<file path="src/rtl/core/hcp_pkg.sv">
// Shared types, constants and helper functions for the chunked HTTP response parser.
package hcp_pkg;

   localparam int LINE_POS_MAX = 256;
   localparam int LINE_POS_W   = $clog2(LINE_POS_MAX + 1);
   localparam int COUNT_WIDTH  = 32;
   localparam int ACC_W        = 32;
   localparam int WIDE_W       = ACC_W + 4;

   localparam int LEN_HTTP  = 5;
   localparam int LEN_CLEN  = 16;
   localparam int LEN_CHUNK = 26;
   localparam int LEN_CLOSE = 17;
   localparam int PAT_W     = 8 * LEN_CHUNK;

   localparam logic [PAT_W-1:0] PAT_HTTP  = PAT_W'("HTTP/");
   localparam logic [PAT_W-1:0] PAT_CLEN  = PAT_W'("Content-Length: ");
   localparam logic [PAT_W-1:0] PAT_CHUNK = PAT_W'("Transfer-Encoding: chunked");
   localparam logic [PAT_W-1:0] PAT_CLOSE = PAT_W'("Connection: close");

   localparam logic [9:0]  STATUS_MAX       = 10'd999;
   localparam logic [9:0]  STATUS_MALFORMED = 10'd603;
   localparam logic [9:0]  STATUS_CONTINUE  = 10'd100;
   localparam logic [WIDE_W-1:0] DEC_MAX    = WIDE_W'(32'h7FFF_FFFF);
   localparam logic [WIDE_W-1:0] COUNT_MAX  = (WIDE_W'(1) << COUNT_WIDTH) - WIDE_W'(1);

   localparam logic [7:0] CH_LF    = 8'h0A;
   localparam logic [7:0] CH_CR    = 8'h0D;
   localparam logic [7:0] CH_SPACE = 8'h20;
   localparam logic [7:0] CH_PLUS  = 8'h2B;

   // prefix flag positions
   localparam int F_HTTP  = 0;
   localparam int F_CLEN  = 1;
   localparam int F_CHUNK = 2;
   localparam int F_CLOSE = 3;

   typedef enum logic [1:0] {
      PH_SKIP   = 2'd0,
      PH_DIGITS = 2'd1,
      PH_STOP   = 2'd3
   } num_phase_type;

   typedef struct packed {
      num_phase_type    phase;
      logic [ACC_W-1:0] accum;
   } num_type;

   typedef struct packed {
      logic [LINE_POS_W-1:0]  line_pos;
      logic [3:0]             flags;
      logic                   space_seen;
      num_type                num;
      logic [9:0]             status;
      logic [30:0]            length;
      logic [COUNT_WIDTH-1:0] to_go;
      logic                   chunked;
      logic                   size_next;
      logic                   close;
      logic                   done;
      logic                   malformed;
   } hcp_state_type;

   typedef struct packed {
      logic        body_valid;
      logic [7:0]  body_byte;
      logic        done_res;
      logic [9:0]  http_status;
      logic        malformed;
      logic [30:0] content_length;
      logic        conn_close;
      logic        chunked_mode;
   } hcp_rsp_type;

   function automatic hcp_state_type reset_state();
      hcp_state_type s;
      s = '0;
      s.flags     = 4'hF;
      s.num.phase = PH_SKIP;
      return s;
   endfunction

   // True when c is the character at position pos of a pattern of length len.
   function automatic logic pat_hit(logic [PAT_W-1:0] pat, int len,
                                    logic [LINE_POS_W-1:0] pos, logic [7:0] c);
      logic hit;
      hit = 1'b0;
      if (int'(pos) < len) begin
         hit = (pat[8 * (len - 1 - int'(pos)) +: 8] == c);
      end
      return hit;
   endfunction

   function automatic logic is_blank(logic [7:0] c);
      return (c == 8'h20) || (c == 8'h09) || (c == 8'h0B) || (c == 8'h0C);
   endfunction

   // One byte into the number accumulator, decimal or hex, saturating.
   function automatic num_type feed_number(num_type n, logic [7:0] c, logic hex);
      num_type          r;
      logic [7:0]       t;
      logic             dv;
      logic [WIDE_W-1:0] v;
      r  = n;
      t  = 8'd0;
      dv = 1'b0;
      v  = '0;
      if (n.phase != PH_STOP) begin
         if (n.phase == PH_SKIP && is_blank(c)) begin
            r = n;
         end else if (n.phase == PH_SKIP && !hex && c == CH_PLUS) begin
            r.phase = PH_DIGITS;
         end else begin
            if (c >= "0" && c <= "9") begin
               t  = c - 8'h30;
               dv = 1'b1;
            end else if (hex && c >= "a" && c <= "f") begin
               t  = c - 8'h57;
               dv = 1'b1;
            end else if (hex && c >= "A" && c <= "F") begin
               t  = c - 8'h37;
               dv = 1'b1;
            end
            if (!dv) begin
               r.phase = PH_STOP;
            end else begin
               r.phase = PH_DIGITS;
               if (hex) begin
                  v = {n.accum, 4'b0000} + WIDE_W'(t[3:0]);
                  if (v > COUNT_MAX) v = COUNT_MAX;
               end else begin
                  v = ({4'b0000, n.accum} << 3) + ({4'b0000, n.accum} << 1)
                      + WIDE_W'(t[3:0]);
                  if (v > DEC_MAX) v = DEC_MAX;
               end
               r.accum = v[ACC_W-1:0];
            end
         end
      end
      return r;
   endfunction

endpackage

</file>
<file path="src/rtl/core/hcp_step.sv">
// Next parse state and result for one accepted beat.
module hcp_step import hcp_pkg::*; (
   input  hcp_state_type cur,
   input  logic          cmd,
   input  logic [7:0]    rx_byte,
   output hcp_state_type nxt,
   output hcp_rsp_type   rsp
);

   logic              body;
   logic [ACC_W-1:0]  v;
   logic [WIDE_W-1:0] len_wide;

   always_comb begin
      nxt      = cur;
      body     = 1'b0;
      v        = cur.num.accum;
      len_wide = WIDE_W'(cur.length);
      if (!cmd) begin
         nxt = reset_state();
      end else if (!cur.done) begin
         if (cur.to_go != '0) begin
            // body beat: count down, finish on the last byte outside chunked mode
            nxt.to_go = cur.to_go - COUNT_WIDTH'(1);
            body      = 1'b1;
            if (cur.to_go == COUNT_WIDTH'(1) && !cur.chunked) nxt.done = 1'b1;
         end else if (rx_byte == CH_LF) begin
            if (cur.size_next) begin
               nxt.to_go     = v[COUNT_WIDTH-1:0];
               nxt.size_next = 1'b0;
               if (v == '0) nxt.chunked = 1'b0;
            end
            if (cur.line_pos == '0) begin
               nxt.to_go = (len_wide > COUNT_MAX) ? COUNT_MAX[COUNT_WIDTH-1:0]
                                                  : len_wide[COUNT_WIDTH-1:0];
               nxt.size_next = nxt.chunked;
               if (cur.length == '0 && !nxt.chunked && cur.status != STATUS_CONTINUE)
                  nxt.done = 1'b1;
            end else if (cur.flags[F_HTTP] && int'(cur.line_pos) >= LEN_HTTP) begin
               if (!cur.space_seen) begin
                  nxt.status    = STATUS_MALFORMED;
                  nxt.malformed = 1'b1;
                  nxt.done      = 1'b1;
               end else begin
                  nxt.status = (v > ACC_W'(STATUS_MAX)) ? STATUS_MAX : v[9:0];
               end
            end else if (cur.flags[F_CLEN] && int'(cur.line_pos) >= LEN_CLEN) begin
               nxt.length = v[30:0];
            end else if (cur.flags[F_CHUNK] && int'(cur.line_pos) == LEN_CHUNK) begin
               nxt.chunked = 1'b1;
            end else if (cur.flags[F_CLOSE] && int'(cur.line_pos) == LEN_CLOSE) begin
               nxt.close = 1'b1;
            end
            // start the next line
            nxt.line_pos   = '0;
            nxt.flags      = nxt.size_next ? 4'h0 : 4'hF;
            nxt.space_seen = 1'b0;
            nxt.num.phase  = PH_SKIP;
            nxt.num.accum  = '0;
         end else if (rx_byte != CH_CR) begin
            if (cur.size_next) begin
               nxt.num = feed_number(cur.num, rx_byte, 1'b1);
            end else begin
               if (cur.flags[F_HTTP]) begin
                  if (int'(cur.line_pos) < LEN_HTTP) begin
                     nxt.flags[F_HTTP] = pat_hit(PAT_HTTP, LEN_HTTP, cur.line_pos, rx_byte);
                  end else if (!cur.space_seen) begin
                     if (rx_byte == CH_SPACE) nxt.space_seen = 1'b1;
                  end else begin
                     nxt.num = feed_number(cur.num, rx_byte, 1'b0);
                  end
               end
               if (cur.flags[F_CLEN]) begin
                  if (int'(cur.line_pos) < LEN_CLEN) begin
                     nxt.flags[F_CLEN] = pat_hit(PAT_CLEN, LEN_CLEN, cur.line_pos, rx_byte);
                  end else begin
                     nxt.num = feed_number(nxt.num, rx_byte, 1'b0);
                  end
               end
               nxt.flags[F_CHUNK] = cur.flags[F_CHUNK]
                                    & pat_hit(PAT_CHUNK, LEN_CHUNK, cur.line_pos, rx_byte);
               nxt.flags[F_CLOSE] = cur.flags[F_CLOSE]
                                    & pat_hit(PAT_CLOSE, LEN_CLOSE, cur.line_pos, rx_byte);
            end
            if (int'(cur.line_pos) < LINE_POS_MAX)
               nxt.line_pos = cur.line_pos + LINE_POS_W'(1);
         end
      end
   end

   always_comb begin
      rsp.body_valid     = body;
      rsp.body_byte      = body ? rx_byte : 8'd0;
      rsp.done_res       = nxt.done;
      rsp.http_status    = nxt.status;
      rsp.malformed      = nxt.malformed;
      rsp.content_length = nxt.length;
      rsp.conn_close     = nxt.close;
      rsp.chunked_mode   = nxt.chunked;
   end

endmodule

</file>
<file path="src/rtl/core/http_response_chunked_parser.sv">
// Top level of the HTTP/1.1 response parser with chunked transfer decoding.
//
//   channel   direction  handshake              payload
//   req_      in         req_valid / req_ready  req_cmd, req_rx_byte
//   rsp_      out        rsp_valid / rsp_ready  body, done, status, length, flags
//
// One beat in, one beat out. A byte is taken every cycle while req_ready is
// high: the parse state is updated in the cycle of acceptance and the result
// lands in the output register, or in the skid register while it is stalled.
// A skid register behind the output register lets req_ready stay high for one
// extra beat while rsp_ready is low; after that req_ready drops until drained.
// Synchronous active-high reset clears the parse state to the start-of-response
// state and empties both result registers.
module http_response_chunked_parser import hcp_pkg::*; (
   input  logic        clock,
   input  logic        reset,
   input  logic        req_valid,
   output logic        req_ready,
   input  logic        req_cmd,
   input  logic [7:0]  req_rx_byte,
   output logic        rsp_valid,
   input  logic        rsp_ready,
   output logic        rsp_body_valid,
   output logic [7:0]  rsp_body_byte,
   output logic        rsp_done_res,
   output logic [9:0]  rsp_http_status,
   output logic        rsp_malformed,
   output logic [30:0] rsp_content_length,
   output logic        rsp_conn_close,
   output logic        rsp_chunked_mode
);

   hcp_state_type state_ff, state_in;
   hcp_rsp_type   step_rsp;
   hcp_rsp_type   out_ff, out_in;
   hcp_rsp_type   skid_ff, skid_in;
   logic          out_valid_ff, out_valid_in;
   logic          skid_valid_ff, skid_valid_in;
   logic          accept;
   logic          drain;
   hcp_state_type step_state;

   hcp_step u_step (
      .cur     (state_ff),
      .cmd     (req_cmd),
      .rx_byte (req_rx_byte),
      .nxt     (step_state),
      .rsp     (step_rsp)
   );

   assign req_ready = !skid_valid_ff;
   assign accept    = req_valid && req_ready;
   assign drain     = out_valid_ff && rsp_ready;

   // Advance the parse state only on an accepted beat.
   always_comb begin
      state_in = accept ? step_state : state_ff;
   end

   // Output register with one skid entry behind it.
   always_comb begin
      out_in        = out_ff;
      out_valid_in  = out_valid_ff;
      skid_in       = skid_ff;
      skid_valid_in = skid_valid_ff;
      if (drain) begin
         if (skid_valid_ff) begin
            out_in        = skid_ff;
            skid_valid_in = 1'b0;
         end else begin
            out_in       = step_rsp;
            out_valid_in = accept;
         end
      end else if (!out_valid_ff) begin
         out_in       = step_rsp;
         out_valid_in = accept;
      end else if (accept) begin
         // hold the new result behind the stalled one
         skid_in       = step_rsp;
         skid_valid_in = 1'b1;
      end
   end

   always_ff @(posedge clock) begin
      if (reset) begin
         state_ff      <= reset_state();
         out_valid_ff  <= 1'b0;
         skid_valid_ff <= 1'b0;
      end else begin
         state_ff      <= state_in;
         out_valid_ff  <= out_valid_in;
         skid_valid_ff <= skid_valid_in;
      end
   end

   always_ff @(posedge clock) begin
      out_ff  <= out_in;
      skid_ff <= skid_in;
   end

   assign rsp_valid          = out_valid_ff;
   assign rsp_body_valid     = out_ff.body_valid;
   assign rsp_body_byte      = out_ff.body_byte;
   assign rsp_done_res       = out_ff.done_res;
   assign rsp_http_status    = out_ff.http_status;
   assign rsp_malformed      = out_ff.malformed;
   assign rsp_content_length = out_ff.content_length;
   assign rsp_conn_close     = out_ff.conn_close;
   assign rsp_chunked_mode   = out_ff.chunked_mode;

   // The skid entry is only ever filled behind a held output beat.
   a_skid_behind_out: assert property (@(posedge clock) disable iff (reset)
      skid_valid_ff |-> out_valid_ff)
      else $error("skid entry valid without output beat");

   // A start command leaves the parser not done.
   a_start_clears_done: assert property (@(posedge clock) disable iff (reset)
      (accept && !req_cmd) |=> !state_ff.done)
      else $error("done still set after start command");

   // Body bytes come only from a length or an active chunk.
   a_body_source: assert property (@(posedge clock) disable iff (reset)
      (rsp_valid && rsp_body_valid) |-> (rsp_chunked_mode || rsp_content_length != '0))
      else $error("body byte without length or chunked mode");

   // A malformed status line always finishes the response.
   a_malformed_done: assert property (@(posedge clock) disable iff (reset)
      (rsp_valid && rsp_malformed) |-> rsp_done_res)
      else $error("malformed without done");

endmodule

</file>
<file path="config.mk">
export PLATFORM = sky130hd
export DESIGN_NAME = http_response_chunked_parser
export DESIGN_NICKNAME = d
export VERILOG_FILES = /design/src/rtl/core/hcp_pkg.sv /design/src/rtl/core/hcp_step.sv /design/src/rtl/core/http_response_chunked_parser.sv
export SDC_FILE = /design/constraint.sdc
export NUM_CORES = 1
export LEC_CHECK = 0
export BUFFER_PORTS_ARGS = -buffer_cell sky130_fd_sc_hd__buf_2
export CAP_MARGIN = 25
export CORE_MARGIN = 5
export CORE_UTILIZATION = 55
export CTS_BUF_LIST = sky130_fd_sc_hd__clkbuf_8
export DETAILED_ROUTE_END_ITERATION = 10
export PLACE_DENSITY = 0.75
export SETUP_SLACK_MARGIN = 0.02
export SLEW_MARGIN = 5
export SYNTH_ARGS = -nofsm -noshare
export SYNTH_HDL_FRONTEND = slang
export SYNTH_SLANG_ARGS = --single-unit
</file>
<file path="constraint.sdc">
create_clock -name clock -period 15.4 [get_ports clock]
set_input_delay 0.77 -clock clock [delete_from_list [all_inputs] [get_ports clock]]
set_output_delay 0.77 -clock clock [all_outputs]
set_load 0.01 [all_outputs]
</file>
* Word level (Yosys, flattened, before mapping) *
Index checks and enable logic that the tools add are counted.

operators by class
  add/sub/neg operators = 14
  multiplexer cells = 176
  shifts and indexed selects = 4
  bitwise gates (word level) = 3
  reductions and logical operators = 38
  magnitude comparators = 17
  eq/ne operators = 32

operator list
  operator                   count
  $shiftx 208x32->8 const A  4
  $mux 34                    15
  $mux 32                    10
  $mux 126                   2
  $mux 36                    7
  $mux 54                    3
  $mux 4                     36
  $add 36x4->36              3
  $mux 48                    2
  $mux 89                    1
  $mux 1                     81
  $mux 78                    1
  $add 35x33->36             2
  $gt 36x31->1 const B       2
  $mux 31                    2
  $mux 41                    1
  $gt 36x32->1 const B       1
  $mux 35                    1
  $eq 32x1->1 const B        1
  $eq 8x4->1 const B         4
  $eq 8x8->1                 4
  $gt 32x10->1 const B       1
  $logic_not 32->1           1
  $reduce_bool 32->1         1
  48 further kinds           98

storage, ports and cells
  input port bits = 13
  register bits = 236

* Longest topological paths before layout *
  depth in word-level cells = 62
  mapped depth = 35
  gate-level depth less buffers = 31

* By module *
A second synthesis with hierarchy kept.

second synthesis, totals
  cell total of the unflattened synthesis = 2,685
  area total of the unflattened synthesis = 20,597.3 sq um

modules (own cells, without submodules)
  module                        area each (sq um)  times used  cells an instance  sequential area each (sq um)
  hcp_step                      12,201.7           1           1,959              0.0
  http_response_chunked_parser  8,395.6            1           726                5,805.6

* Worst setup path before layout *
Ideal clock, no wire load.

  path type = input -> register
  start point = input port req_rx_byte[1]
  end point = register state_ff[83] (netlist bit)
  setup time = 0.125 ns
  data required time = 15.275 ns
  setup slack = 6.496 ns
  stages = 33
  path buffers = 3
  arrival time = 8.779 ns
  cell sequence = clkinv_1 -> ha_1 -> o21bai_1 -> a2111oi_2 -> clkbuf_1 -> nand2_1 -> xnor2_1 -> ha_1 -> ha_1 -> a211o_1 -> a2111o_1 -> a41oi_2 -> a211oi_1 -> nor4b_1 -> nand2_1 -> a2111oi_1 -> nand2_1 -> clkbuf_1 -> o22a_1 -> ha_1 -> xnor2_1 -> fa_1 -> a211oi_1 -> o21ai_0 -> o2111ai_1 -> a21boi_0 -> o21ai_0 -> a21oi_1 -> a211oi_1 -> nand4b_1 -> clkbuf_1 -> o21ai_0 -> a21oi_1

between the ends
  longest elaborated chain between the ends = 47
  elaborated cells between the ends (all ways) = 143
  classes of those cells = add/sub: 7; order compare: 9; eq/ne: 12; mux: 103; reduce/logical: 12

ends and longest elaborated chain
  item                                             RTL line                            RTL
  start, declared                                  http_response_chunked_parser.sv:20  input logic [7:0] req_rx_byte,
  $ge 8x6->1 / $le 8x6->1 (equally long branches)  hcp_pkg.sv:114                      if (c >= "0" && c <= "9") begin
  $logic_and 1x1->1                                hcp_pkg.sv:114
  $mux 4                                           hcp_pkg.sv:114
  $mux 4                                           hcp_pkg.sv:111                      end else if (n.phase == PH_SKIP && !hex && c == CH_PLUS) begin
  $mux 4                                           hcp_pkg.sv:109                      if (n.phase == PH_SKIP && is_blank(c)) begin
  $mux 4                                           hcp_pkg.sv:108                      if (n.phase != PH_STOP) begin
  $mux 4                                           hcp_step.sv:67                      end else if (!cur.space_seen) begin
  $mux 4                                           hcp_step.sv:65                      if (int'(cur.line_pos) < LEN_HTTP) begin
  [31 not listed]                                  n/a
  $mux 34                                          hcp_step.sv:74                      if (int'(cur.line_pos) < LEN_CLEN) begin
  $mux 34                                          hcp_step.sv:73                      if (cur.flags[F_CLEN]) begin
  $mux 34                                          hcp_step.sv:61                      if (cur.size_next) begin
  $mux 48                                          hcp_step.sv:60                      end else if (rx_byte != CH_CR) begin
  $mux 48                                          hcp_step.sv:27                      end else if (rx_byte == CH_LF) begin
  $mux 89                                          hcp_step.sv:22                      if (cur.to_go != '0) begin
  $mux 126                                         hcp_step.sv:21                      end else if (!cur.done) begin
  $mux 126                                         hcp_step.sv:19                      if (!cmd) begin
  end signal, assigned                             http_response_chunked_parser.sv:86  state_ff <= reset_state();
  end signal, assigned                             http_response_chunked_parser.sv:90  state_ff <= state_in;
  end, declared                                    http_response_chunked_parser.sv:33  hcp_state_type state_ff, state_in;

Several ways; a longest one is shown, not always the timed one. The select of a mux whose other input is x is not followed.
A chain may end at the register's enable or synchronous reset.

* Final worst setup path *
  start point = input port req_rx_byte[1]
  end point = register state_ff[103] (netlist bit)

Same word-level chain as after synthesis.

==> impl_metrics.ini <==
[floorplan]
die_w_um = 194.3
num_rows = 67
die-height_um = 194.3
core_area_mm2 = 0.03353
die-area_mm2 = 0.03776
start_util = 0.5572
io_pins = 69

[placed_design]
io_buffer_count = 68
dp.cells = 2774
hpwl_mm = 40.27
gp_congestion = 0.9542

[routing]
drtIter0Drc = 1952
wirelength_mm = 56.76
drc_errors = 0
avgViaCountPerCell = 6.500
wl_per_cell_um = 19.90
drt-pass1-iter-count = 8
num_vias = 18540
detail-route-antenna-nets = 0

[grt]
overflow = 0
track_usage = 0.2865
grt_pass1_vias = 17200
antenna_found_initial = 0
grt_pass1_wl_mm = 91.00
grt_start_max_net_pins = 96

[power]
power_leakage_nw = 8.335
ir_drop_mv = 0.2583
powerDensity_mw_per_mm2 = 141.9

[clocking]
ctsResizeCount = 0
insertion_delay_ns = 0.59
cts_tree = done
root_buffer = clkbuf_8
cts_hold_buffers = 0
clk_pin_slew_worst_paths_ns = 0.06
cts-htree-levels = 2
post_cts_buffers = 0
cts_sinks = 236
numCtsBuffers = 42
clockBufferDepth = 3

[critical_path]
arrival_ns = 10.77
end_kind = flip-flop
path_delay_family = compound AO/OA/AOI/OAI gates
cp_max_fo = 29
cp.required_ns = 15.82
crit_buf_inv = 4
crit_type = primary input to flip-flop
max_stage_delay_ns = 0.72
crit_path_top_delay_cell = nand4b_1
worstSetupStartpointType = primary input
path_common_cell = ha_1

[finish]
layout_commonest_cell = nand2_1
drive_gt1_frac = 0.09397
layout.nets = 2532
final_cells = 2853
antenna_cells = 0
final_cell_mix = nand2_1, a21oi_1, o21ai_0
area_growth_pct = 7.273
n_fill_cell = 3118
seqCellArea_mm2 = 0.005807
multiInputGateArea_mm2 = 0.01211
utilization = 0.5977

[synth]
synthDistinctLibCells = 88
avgSynthCellArea_um2 = 7.801
synthCells = 2395
synth_area_mm2 = 0.01868
synthArstFlopShare = 0
synth-seq-cells = 236
yosysSeqAreaShare = 0.3107
ys_warn_count = 0
yosysTopAreaCell = edfxtp_1
synth_area_leaders = edfxtp_1, dfxtp_1, ha_1, nand2_1, a21oi_1
synth_top_area_share = 0.1736
synth_edf_count = 108
syn_nets = 2555
synth_flop_cell = dfxtp_1

[sta]
hold_violations = 0
worst_pin_slew_ns = 1.010
drv_slew = 0
setup_violations = 0
min_period_over_period = 0.6724
setup_tns_ns = 0
rsz0062_at_grt = no
slew_headroom = 0.3250
finClkSkew_ns = 0.05766
fmax_mhz = 96.58
finalCriticalPeriod_ns = 10.35

[job]
cap_violations = 0

[outcome]
status = completed

[min_path]
hold_class = primary input to flip-flop
-- sequential cells by signal (all words and copies together) (netlist names) --
register	cells
skid_valid_ff	1
rsp_body_valid	1
rsp_chunked_mode	1
skid_ff	54
rsp_http_status	10
state_ff	126
rsp_conn_close	1
rsp_valid	1
rsp_body_byte	8
rsp_done_res	1
rsp_content_length	31
rsp_malformed	1
-- routing by layer --
layer	global-route usage	share of wire	vias up
li1	-	-	8726
met1	0.3990	0.43	8774
met2	0.4511	0.44	878
met3	0.04761	0.088	166
met4	0.1052	0.038	0
met5	0	0	-
-- final cells by class --
type	count	share of cell area
Clock buffer	48	0.03296
Clock inverter	29	0.008178
Inverter	40	0.007491
Multi-Input combinational cell	1956	0.6041
Sequential cell	236	0.2897
Tap cell	448	0.02797
Timing Repair Buffer	96	0.02959
-- through the flow --
stage | hold WS (ns) | setup slack [ns] | total power, mW | instance area, um2
final | 0.4338 | 5.045 | 2.844 | 20040
after global routing | 0.4387 | 4.272 | 3.033 | 20040
after CTS | 0.4073 | 5.132 | 2.818 | 19990
after detailed placement | 0.4551 | 4.615 | 2.238 | 19160
after global placement | 0.4431 | 4.967 | 2.208 | 19160
after floorplan | 0.4361 | 6.496 | 1.913 | 18680
-- worst register-to-register path: stages (launching register included) --
cell and delay [ns]:
dfxtp_1 0.69, xnor2_1 0.15, ha_1 0.34, ha_1 0.34, a211o_1 0.33, a2111o_1 0.49
a41oi_2 0.36, a21oi_1 0.22, o2111ai_1 0.28, nand2_1 0.09, a2111oi_1 0.63, nand2_1 0.11
buf_4 0.26, o22a_1 0.27, ha_1 0.33, xnor2_1 0.18, fa_1 0.50, a211oi_1 0.27
o21ai_0 0.24, o2111ai_1 0.37, a21boi_0 0.21, o21ai_0 0.23, a21oi_1 0.12, a211oi_1 0.69
nand4b_1 0.73, a2111oi_0 0.64, nor3_1 0.09
-- synth_stat cells (8+ instances only) --
cell	instances
nor4_1	32
and2_1	13
nand4_1	24
a21boi_2	30
o22a_1	30
o21ai_0	159
dfxtp_1	128
a211oi_1	23
or4_1	8
xor2_1	33
o31ai_1	11
a21oi_1	255
xnor2_1	71
a21o_1	36
and3_1	38
o22ai_1	29
ha_1	145
nor3_1	62
nand2_1	451
o211ai_1	18
o21a_1	13
clkbuf_1	128
nor2_1	152
inv_1	36
a31oi_1	21
buf_2	12
nor2b_1	14
a22oi_1	16
o2111ai_1	10
o211a_1	8
o21bai_1	14
nand2b_1	20
or3_1	20
edfxtp_1	108
nand3_1	67
buf_1	19
o32ai_1	11
-- report_power, final --
part	switching, mW	internal [mW]
Combinational	0.986	0.491
Sequential	0.0580	0.732
Clock	0.273	0.303
Total	1.32	1.53
-- worst paths after layout --
| check | startpoint | slack, ns | to | cells past startpoint |
|---|---|---|---|---|
| worst max-delay path | req_rx_byte[1] | 5.05 | state_ff[103]$_SDFFE_PP0P_ | 33 |
| worst min-delay path | rsp_ready | 0.43 | skid_valid_ff$_SDFFE_PP0P_ | 2 |
| worst max register to register | state_ff[78]$_SDFFE_PP0P_ | 6.06 | state_ff[103]$_SDFFE_PP0P_ | 26 |
| worst min register to register | state_ff[2]$_SDFFE_PP0P_ | 0.46 | state_ff[2]$_SDFFE_PP0P_ | 2 |
-- cells by family after synthesis --
family	synth area share
buffers and inverters	0.04319
AO/OA/AOI/OAI	0.2629
multiplexers	0.006295
AND/OR/NAND/NOR	0.2284
flip-flops	0.3107
XOR/XNOR	0.04875
adder cells (fa/ha/maj)	0.09978
No activity file was read; power rests on OpenSTA's default activity.
